## src/rtl/core/htfd_pkg.sv

```systemverilog
`default_nettype none

package htfd_pkg;

   // characters of the frame syntax
   localparam logic [7:0] CHAR_DOLLAR  = 8'h24;
   localparam logic [7:0] CHAR_A       = 8'h41;
   localparam logic [7:0] CHAR_NINE    = 8'd57;
   localparam logic [7:0] ZERO_OFFSET  = 8'd48;
   localparam logic [7:0] ALPHA_OFFSET = 8'd55;

   // packet kinds
   localparam logic [7:0] KIND_SATS = 8'd0;
   localparam logic [7:0] KIND_ALT  = 8'd1;
   localparam logic [7:0] KIND_LON  = 8'd2;
   localparam logic [7:0] KIND_LAT  = 8'd3;

   localparam logic [7:0] MIN_SATS_RESET = 8'd5;

   // index of the last hex character of a frame
   localparam logic [2:0] HEX_LAST = 3'd7;

   // floor(x / 3) == (x * RECIP_THIRD) >> RECIP_SHIFT for any 32-bit x
   localparam logic [31:0] RECIP_THIRD = 32'hAAAA_AAAB;
   localparam int          RECIP_SHIFT = 33;

   // saturation bounds of the converted magnitude
   localparam logic [32:0] POS_LIMIT = 33'h0_7FFF_FFFF;
   localparam logic [32:0] NEG_LIMIT = 33'h0_8000_0000;

   typedef enum logic [1:0] {
      PH_IDLE,
      PH_KIND,
      PH_HEX
   } phase_type;

   // completed frame, with the magnitude of the signed word
   typedef struct packed {
      logic [7:0]  kind;
      logic [31:0] word;
      logic        neg;
      logic [31:0] mag;
   } frame_type;

   // frame with the unsaturated converted magnitude
   typedef struct packed {
      logic [7:0]  kind;
      logic [31:0] word;
      logic        neg;
      logic [32:0] quot;
   } coord_type;

   // hex value of one character, mod 256
   function automatic logic [7:0] digit_value(input logic [7:0] c);
      digit_value = (c <= CHAR_NINE) ? c - ZERO_OFFSET : c - ALPHA_OFFSET;
   endfunction

   // round-away correction for (5*r + 1) / 3 with r = 3a + rem
   function automatic logic [1:0] rem_bonus(input logic [1:0] rem);
      case (rem)
         2'd1:    rem_bonus = 2'd2;
         2'd2:    rem_bonus = 2'd3;
         default: rem_bonus = 2'd0;
      endcase
   endfunction

endpackage

`default_nettype wire

```

## src/rtl/core/hex_telemetry_frame_decoder.sv

```systemverilog
`default_nettype none

// Telemetry frame decoder. Takes one ASCII character per request, every cycle while
// req_stall is low: a frame is '$', a kind letter, then eight hex characters (first
// pair most significant). Each completed frame updates the telemetry registers
// (satellite count, altitude, longitude or latitude scaled by 100/60 with round half
// away from zero and saturation, sticky altitude and fix flags) and produces one
// response carrying the kind and all current values. A character is accepted each
// cycle the frame slot is free; a frame travels four register stages (frame slot,
// reciprocal multiply, quotient, telemetry/response register) before its response
// is valid. While a response waits, characters keep being taken until the frame
// slot and the two coordinate stages behind it hold frames; then req_stall holds
// the input. The user must write the fix threshold register through csr_ only
// while idle; the block itself does not enforce it.
module hex_telemetry_frame_decoder
   import htfd_pkg::*;
(
   input  wire logic        clock,
   input  wire logic        reset,

   input  wire logic        req_valid,
   output logic             req_stall,
   input  wire logic [7:0]  req_rx_char,

   output logic             rsp_valid,
   input  wire logic        rsp_stall,
   output logic [7:0]       rsp_frame_kind,
   output logic [7:0]       rsp_sat_count,
   output logic signed [15:0] rsp_altitude,
   output logic signed [31:0] rsp_longitude,
   output logic signed [31:0] rsp_latitude,
   output logic             rsp_altitude_seen,
   output logic             rsp_fix_seen,

   input  wire logic        csr_valid,
   output logic             csr_ready,
   input  wire logic [7:0]  csr_min_sats_for_fix
);

   logic        frame_valid;
   frame_type   frame;
   logic        frame_free;
   logic        c_valid;
   coord_type   c_data;
   logic        out_free;
   logic        load;
   logic [31:0] conv;
   logic [31:0] neg_mag;

   logic [7:0]  min_sats_ff;
   logic        rsp_valid_ff;
   logic [7:0]  kind_ff, kind_in;
   logic [7:0]  sats_ff, sats_in;
   logic [15:0] alt_ff, alt_in;
   logic [31:0] lon_ff, lon_in;
   logic [31:0] lat_ff, lat_in;
   logic        alt_flag_ff, alt_flag_in;
   logic        fix_flag_ff, fix_flag_in;

   htfd_parser u_parser (
      .clock       (clock),
      .reset       (reset),
      .req_valid   (req_valid),
      .req_stall   (req_stall),
      .req_rx_char (req_rx_char),
      .frame_valid (frame_valid),
      .frame       (frame),
      .frame_free  (frame_free)
   );

   htfd_coord u_coord (
      .clock     (clock),
      .reset     (reset),
      .in_valid  (frame_valid),
      .in_data   (frame),
      .in_free   (frame_free),
      .out_valid (c_valid),
      .out_data  (c_data),
      .out_free  (out_free)
   );

   // fix threshold register
   assign csr_ready = 1'b1;

   always_ff @(posedge clock) begin
      if (reset) begin
         min_sats_ff <= MIN_SATS_RESET;
      end else if (csr_valid && csr_ready) begin
         min_sats_ff <= csr_min_sats_for_fix;
      end
   end

   assign out_free = !rsp_valid_ff || !rsp_stall;
   assign load     = c_valid && out_free;

   // saturate and apply the sign of the converted coordinate
   always_comb begin
      neg_mag = (c_data.quot > NEG_LIMIT) ? NEG_LIMIT[31:0] : c_data.quot[31:0];
      if (c_data.neg) begin
         conv = 32'd0 - neg_mag;
      end else begin
         conv = (c_data.quot > POS_LIMIT) ? POS_LIMIT[31:0] : c_data.quot[31:0];
      end
   end

   // apply the frame to the telemetry registers
   always_comb begin
      kind_in     = kind_ff;
      sats_in     = sats_ff;
      alt_in      = alt_ff;
      lon_in      = lon_ff;
      lat_in      = lat_ff;
      alt_flag_in = alt_flag_ff;
      fix_flag_in = fix_flag_ff;
      if (load) begin
         kind_in = c_data.kind;
         case (c_data.kind)
            KIND_SATS: begin
               sats_in = c_data.word[31:24];
            end
            KIND_ALT: begin
               alt_in      = c_data.word[23:8];
               alt_flag_in = 1'b1;
            end
            KIND_LON: begin
               lon_in = conv;
            end
            KIND_LAT: begin
               lat_in = conv;
               if (sats_ff >= min_sats_ff) begin
                  fix_flag_in = 1'b1;
               end
            end
            default: begin
            end
         endcase
      end
   end

   always_ff @(posedge clock) begin
      if (reset) begin
         rsp_valid_ff <= 1'b0;
         kind_ff      <= '0;
         sats_ff      <= '0;
         alt_ff       <= '0;
         lon_ff       <= '0;
         lat_ff       <= '0;
         alt_flag_ff  <= 1'b0;
         fix_flag_ff  <= 1'b0;
      end else begin
         if (out_free) begin
            rsp_valid_ff <= c_valid;
         end
         kind_ff     <= kind_in;
         sats_ff     <= sats_in;
         alt_ff      <= alt_in;
         lon_ff      <= lon_in;
         lat_ff      <= lat_in;
         alt_flag_ff <= alt_flag_in;
         fix_flag_ff <= fix_flag_in;
      end
   end

   assign rsp_valid         = rsp_valid_ff;
   assign rsp_frame_kind    = kind_ff;
   assign rsp_sat_count     = sats_ff;
   assign rsp_altitude      = alt_ff;
   assign rsp_longitude     = lon_ff;
   assign rsp_latitude      = lat_ff;
   assign rsp_altitude_seen = alt_flag_ff;
   assign rsp_fix_seen      = fix_flag_ff;

endmodule

`default_nettype wire

```

## src/rtl/core/htfd_parser.sv

```systemverilog
`default_nettype none

module htfd_parser
   import htfd_pkg::*;
(
   input  wire logic       clock,
   input  wire logic       reset,
   input  wire logic       req_valid,
   output logic            req_stall,
   input  wire logic [7:0] req_rx_char,
   output logic            frame_valid,
   output frame_type       frame,
   input  wire logic       frame_free
);

   phase_type   phase_ff, phase_in;
   logic [2:0]  count_ff, count_in;
   logic [31:0] word_ff, word_in;
   logic [7:0]  kind_ff, kind_in;
   logic        fvalid_ff, fvalid_in;
   frame_type   frame_ff, frame_in;
   logic        slot_free;
   logic        accept;
   logic        complete;
   logic [7:0]  digit;

   // the frame slot takes a new frame when empty or moving on
   assign slot_free = !fvalid_ff || frame_free;
   assign req_stall = !slot_free;
   assign accept    = req_valid && slot_free;
   assign digit     = digit_value(req_rx_char);

   // parse state machine
   always_comb begin
      phase_in = phase_ff;
      count_in = count_ff;
      word_in  = word_ff;
      kind_in  = kind_ff;
      complete = 1'b0;
      if (accept) begin
         case (phase_ff)
            PH_KIND: begin
               kind_in  = req_rx_char - CHAR_A;
               count_in = '0;
               phase_in = PH_HEX;
            end
            PH_HEX: begin
               if (!count_ff[0]) begin
                  word_in = {word_ff[23:0], digit[3:0], 4'b0000};
               end else begin
                  word_in = {word_ff[31:8], word_ff[7:0] + digit};
               end
               count_in = count_ff + 3'd1;
               if (count_ff == HEX_LAST) begin
                  complete = 1'b1;
                  phase_in = PH_IDLE;
               end
            end
            default: begin
               phase_in = (req_rx_char == CHAR_DOLLAR) ? PH_KIND : PH_IDLE;
               count_in = '0;
            end
         endcase
      end
   end

   // frame slot
   always_comb begin
      frame_in  = frame_ff;
      fvalid_in = fvalid_ff;
      if (complete) begin
         frame_in.kind = kind_ff;
         frame_in.word = word_in;
         frame_in.neg  = word_in[31];
         frame_in.mag  = word_in[31] ? 32'd0 - word_in : word_in;
         fvalid_in     = 1'b1;
      end else if (frame_free) begin
         fvalid_in = 1'b0;
      end
   end

   always_ff @(posedge clock) begin
      if (reset) begin
         phase_ff  <= PH_IDLE;
         count_ff  <= '0;
         word_ff   <= '0;
         kind_ff   <= '0;
         fvalid_ff <= 1'b0;
      end else begin
         phase_ff  <= phase_in;
         count_ff  <= count_in;
         word_ff   <= word_in;
         kind_ff   <= kind_in;
         fvalid_ff <= fvalid_in;
      end
   end

   always_ff @(posedge clock) begin
      frame_ff <= frame_in;
   end

   assign frame_valid = fvalid_ff;
   assign frame       = frame_ff;

endmodule

`default_nettype wire

```

## src/rtl/core/htfd_coord.sv

```systemverilog
`default_nettype none

module htfd_coord
   import htfd_pkg::*;
(
   input  wire logic      clock,
   input  wire logic      reset,
   input  wire logic      in_valid,
   input  wire frame_type in_data,
   output logic           in_free,
   output logic           out_valid,
   output coord_type      out_data,
   input  wire logic      out_free
);

   logic        m_valid_ff;
   frame_type   m_frame_ff;
   logic [30:0] m_third_ff;
   logic [63:0] product;
   logic        m_free;

   logic        q_valid_ff;
   coord_type   q_data_ff, q_data_in;
   logic        q_free;
   logic [32:0] three_a;
   logic [32:0] five_a;
   logic [31:0] rem_full;

   assign q_free  = !q_valid_ff || out_free;
   assign m_free  = !m_valid_ff || q_free;
   assign in_free = m_free;

   // reciprocal multiply: magnitude / 3
   assign product = in_data.mag * RECIP_THIRD;

   always_ff @(posedge clock) begin
      if (reset) begin
         m_valid_ff <= 1'b0;
      end else if (m_free) begin
         m_valid_ff <= in_valid;
      end
   end

   always_ff @(posedge clock) begin
      if (m_free) begin
         m_frame_ff <= in_data;
         m_third_ff <= product[63:RECIP_SHIFT];
      end
   end

   // quotient of (5*mag + 1) / 3 from mag = 3a + rem
   always_comb begin
      three_a  = {1'b0, m_third_ff, 1'b0} + {2'b00, m_third_ff};
      five_a   = {m_third_ff, 2'b00} + {2'b00, m_third_ff};
      rem_full = m_frame_ff.mag - three_a[31:0];
      q_data_in.kind = m_frame_ff.kind;
      q_data_in.word = m_frame_ff.word;
      q_data_in.neg  = m_frame_ff.neg;
      q_data_in.quot = five_a + {31'd0, rem_bonus(rem_full[1:0])};
   end

   always_ff @(posedge clock) begin
      if (reset) begin
         q_valid_ff <= 1'b0;
      end else if (q_free) begin
         q_valid_ff <= m_valid_ff;
      end
   end

   always_ff @(posedge clock) begin
      if (q_free) begin
         q_data_ff <= q_data_in;
      end
   end

   assign out_valid = q_valid_ff;
   assign out_data  = q_data_ff;

endmodule

`default_nettype wire

```

## config.mk

```make
export PLATFORM = sky130hd
export DESIGN_NAME = hex_telemetry_frame_decoder
export DESIGN_NICKNAME = d
export VERILOG_FILES = /design/src/rtl/core/htfd_pkg.sv /design/src/rtl/core/hex_telemetry_frame_decoder.sv /design/src/rtl/core/htfd_parser.sv /design/src/rtl/core/htfd_coord.sv
export SDC_FILE = /design/constraint.sdc
export NUM_CORES = 2
export LEC_CHECK = 0
export BUFFER_PORTS_ARGS = -buffer_cell sky130_fd_sc_hd__buf_2
export CORE_MARGIN = 2
export CORE_UTILIZATION = 55
export CTS_CLUSTER_DIAMETER = 60
export DETAILED_ROUTE_END_ITERATION = 12
export GPL_TIMING_DRIVEN = 0
export HOLD_SLACK_MARGIN = 0.03
export PLACE_DENSITY = 0.76
export SLEW_MARGIN = 20
export SYNTH_ARGS = -nofsm -noshare
export SYNTH_HDL_FRONTEND = slang
export SYNTH_SLANG_ARGS = --single-unit
```

## constraint.sdc

```tcl
create_clock -name clock -period 7.7 [get_ports clock]
set_input_delay 1.54 -clock clock [delete_from_list [all_inputs] [get_ports clock]]
set_output_delay 1.54 -clock clock [all_outputs]
set_load 0.1 [all_outputs]
```

==> out/summary.json <==
{
  "crit_path_start_kind": {"value": "register"},
  "detail_route.wl_per_cell": {"value": 19.9, "unit": "um"},
  "netSwitchingFraction": {"value": 20.2, "unit": "%"},
  "endpoint_kind": {"value": "register"},
  "num-fill-cells": {"value": 4344},
  "global_route.overflow_total": {"value": 0},
  "commonest_register_cell_after_synthesis": {"value": "edfxtp_1"},
  "internal_power": {"value": 3.01, "unit": "mW"},
  "maximum_fanout_encountered_on_the_critical_timing_path": {"value": 4},
  "vdd.ir_drop.worst": {"value": 184, "unit": "uV"},
  "final_period_minus_worst_setup_slack": {"value": 7780, "unit": "ps"},
  "areaGrowthSynthToFinish": {"value": 15.4, "unit": "%"},
  "hpwl": {"value": 62800, "unit": "um"},
  "cp_top_family": {"value": "adder cells"},
  "initial_utilization": {"value": 55.6, "unit": "%"},
  "vias_in_the_first_global_route": {"value": 22900},
  "setup_viol_count_final": {"value": 7},
  "power.net_switching": {"value": 764, "unit": "uW"},
  "timing.final.ws_setup": {"value": -76.6, "unit": "ps"},
  "finClkSkew": {"value": 13.9, "unit": "ps"},
  "insertedDiodeCount": {"value": 0},
  "grt_start_max_net_pins": {"value": 58},
  "synthesis.instances": {"value": 3061},
  "p_comb_share": {"value": 1.9, "unit": "%"},
  "ys_ff_latch": {"value": 349},
  "row_count": {"value": 87},
  "cp_slowest_stage_delay": {"value": 610, "unit": "ps"},
  "synth.top_cell.area_share": {"value": 23.0, "unit": "%"},
  "fin_nets": {"value": 4136},
  "worst_ep_arrival_time": {"value": 8110, "unit": "ps"},
  "sequential_fraction_of_design_power": {"value": 51.5, "unit": "%"},
  "grt_usage": {"value": 27.4, "unit": "%"},
  "ys_warn_count": {"value": 0},
  "detail_route.vias_per_cell": {"value": 5.59},
  "ant_nets": {"value": 0},
  "grt_setup_unrepaired": {"value": "yes"},
  "totalWireLength": {"value": 81700, "unit": "um"},
  "io-pin-count": {"value": 122},
  "max_freq": {"value": 0.129, "unit": "GHz"},
  "worstMarginPinSlew": {"value": 1010, "unit": "ps"},
  "synth.yosys.seq_area_share": {"value": 28.5, "unit": "%"},
  "most_prevalent_standard_cell_on_the_critical_path": {"value": "fa_1"},
  "syn-num-nets": {"value": 3865},
  "p_per_area": {"value": 104, "unit": "nW/um^2"},
  "chipWidth": {"value": 243, "unit": "um"},
  "placeableCoreArea": {"value": 56400, "unit": "um^2"},
  "ys_types": {"value": 81},
  "timing.critical_path.required": {"value": 8030, "unit": "ps"},
  "root_buffer": {"value": "clkbuf_16"},
  "yosysTopAreaCell": {"value": "fa_1"},
  "synth.avg_cell_area": {"value": 10.2, "unit": "um^2"},
  "synthArstFlopShare": {"value": 0, "unit": "%"},
  "cap_viol_max_count": {"value": 0},
  "initialDrtViolationCount": {"value": 2025},
  "p_leak": {"value": 16.8, "unit": "nW"},
  "p_total": {"value": 3.78, "unit": "mW"},
  "failed_checks": {"value": "negative setup slack"},
  "routed-via-count": {"value": 23000},
  "timing_worst_setup_path_type": {"value": "register to register"},
  "grt_first_pass_wirelength": {"value": 127000, "unit": "um"},
  "cts_num_sinks": {"value": 349},
  "critical-path-slowest-cell": {"value": "fa_2"},
  "clk_transition_reported_paths": {"value": 70, "unit": "ps"},
  "finalCritPeriodShare": {"value": 101, "unit": "%"},
  "power.share.clock": {"value": 46.6, "unit": "%"},
  "ctsHtreeMaxLevel": {"value": 1},
  "slew_viol_final": {"value": 0},
  "gpl.final_weighted_congestion": {"value": 1.02},
  "timing.setup.tns": {"value": -308, "unit": "ps"},
  "clock_path_buffers": {"value": 3},
  "share_of_post_route_cells_with_drive_strength_above_1": {"value": 14.2, "unit": "%"},
  "holdBufCountCts": {"value": 0},
  "insertion_delay": {"value": 590, "unit": "ps"},
  "die_height": {"value": 243, "unit": "um"},
  "die_area": {"value": 58900, "unit": "um^2"},
  "type_of_the_most_critical_hold_path": {"value": "register to register"},
  "grt_antenna_before_repair": {"value": 1},
  "cts-buffers-inserted": {"value": 31},
  "outcome": {"value": "finished, violations left"},
  "number_of_synthesized_flops_with_an_enable_pin": {"value": 194},
  "netlist_area": {"value": 31400, "unit": "um^2"},
  "synth_area_leaders": {"value": "fa_1 (23%), edfxtp_1 (19%), ha_1 (17%), dfxtp_1 (9.9%), inv_1 (7.3%)"},
  "max-slew-margin-rel": {"value": 31.8, "unit": "%"},
  "dr.pass1.iters": {"value": 6},
  "cts_tree": {"value": "built"},
  "timing.final.hold_violations": {"value": 0},
  "post_route_drc": {"value": 0},
  "crit_buf_inv": {"value": 6},
  "port_buffers": {"value": 115}
}
-- power by group through the flow --
| stage | Clock, mW | Sequential, mW | Combinational [mW] |
|---|---|---|---|
| floorplan | 0 | 1.99 | 0.0475 |
| global placement | 0 | 1.99 | 0.0699 |
| detailed placement | 0 | 1.99 | 0.0709 |
| CTS | 1.79 | 1.95 | 0.0712 |
| global route | 1.86 | 1.95 | 0.0781 |
| finish | 1.76 | 1.95 | 0.0708 |
-- timing repair --
item | 4_1_cts | 5_1_grt
gates resized for setup | 133 | 77
buffers inserted | 82 | 38
pin swaps | 56 | 75
setup endpoints to repair | 30 | 17
-- worst paths after layout --
path                                        startpoint                     end  slack, ps  depth (start not counted)
worst max register to register      u_parser.frame[20]  u_coord.m_third_ff[30]        -80                         25
worst min register to register  u_coord.m_frame_ff[42]    u_coord.out_data[43]        410                          0
worst max-delay path                u_parser.frame[20]  u_coord.m_third_ff[30]        -80                         25
worst min-delay path            u_coord.m_frame_ff[42]    u_coord.out_data[43]        410                          0
-- logic make-up (layout without fill, tap and decap cells) --
logic type / Yosys count / after routing / share of synthesized area, %
XOR/XNOR: 132 / 132 / 3.69
multiplexers: 42 / 42 / 1.34
AND/OR/NAND/NOR: 608 / 608 / 8.89
AO/OA/AOI/OAI: 470 / 470 / 9.51
buffers and inverters: 676 / 972 / 8.20
other: 1 / 1 / 0.0120
flip-flops: 349 / 349 / 28.5
adder cells (fa/ha/maj): 783 / 783 / 39.9
-- cells in the final DEF, fill, tap and decap left out, drive strengths merged, types with 86 or more instances in the layout --
master / count
clkbuf: 86
nor2: 186
a21oi: 176
ha: 422
dfxtp: 155
nand2: 214
o21ai: 88
fa: 361
edfxtp: 194
inv: 614
xnor2: 89
buf: 256
-- stage by stage --
stage / setup WS, ps / cell area, um^2 / instances / util, % / hold slack (ps)
after floorplan: 310 / 31400 / 3061 / - / 400
after global placement: -1350 / 32900 / 3932 / 58.3 / 400
after detailed placement: -1410 / 33000 / 3935 / 58.5 / 405
after CTS: 1.02 / 35500 / 4075 / 63.0 / 421
after global routing: -231 / 36200 / 4113 / 64.2 / 423
final: -76.6 / 36200 / 4113 / 64.2 / 414
-- cell usage after synthesis, drive strengths merged (7+ instances only) --
library cell,number
inv,607
buf,18
nand3,46
o21ai,88
mux2i,42
o21bai,10
and3,18
ha,422
o21a,18
xor2,43
a211oi,28
nor3,46
a41oi,15
nor4,9
a21o,44
or3,7
o211ai,11
fa,361
xnor2,89
nor2,186
a21oi,176
a31oi,17
nand2b,21
clkbuf,51
o31a,7
nand2,214
and2,19
edfxtp,194
nor2b,14
dfxtp,155
-- state kept, by name, summed over array words and instances (netlist names) --
name / flops
u_coord.out_data: 65
u_coord.m_third_ff: 31
u_parser.frame_valid: 1
u_parser.phase_ff: 2
rsp_longitude: 32
rsp_valid: 1
rsp_altitude_seen: 1
u_parser.frame: 64
u_parser.kind_ff: 8
min_sats_ff: 8
rsp_fix_seen: 1
u_parser.count_ff: 3
rsp_frame_kind: 8
u_coord.m_frame_ff: 34
u_coord.m_valid_ff: 1
u_parser.word_ff: 32
rsp_sat_count: 8
rsp_altitude: 16
rsp_latitude: 32
u_coord.out_valid: 1
-- final cells by class --
cell class | instances | area (um^2) | area share (%)
Timing Repair Buffer | 238 | 1610 | 4.45
Tap cell | 756 | 946 | 2.61
Buffer | 69 | 294 | 0.812
Clock inverter | 23 | 370 | 1.02
Multi-Input combinational cell | 2036 | 21000 | 57.9
Sequential cell | 349 | 8930 | 24.7
Clock buffer | 35 | 811 | 2.24
Inverter | 607 | 2280 | 6.30
-- metal layers --
layer / GRT usage [%] / wire, um / up-vias
met3: 4.94 / 6230 / 237
li1: - / - / 10600
met2: 45.3 / 38800 / 945
met5: 0 / 11 / -
met4: 10.2 / 3580 / 2
met1: 36.2 / 33000 / 11200
(Power assumes the default switching activity.)
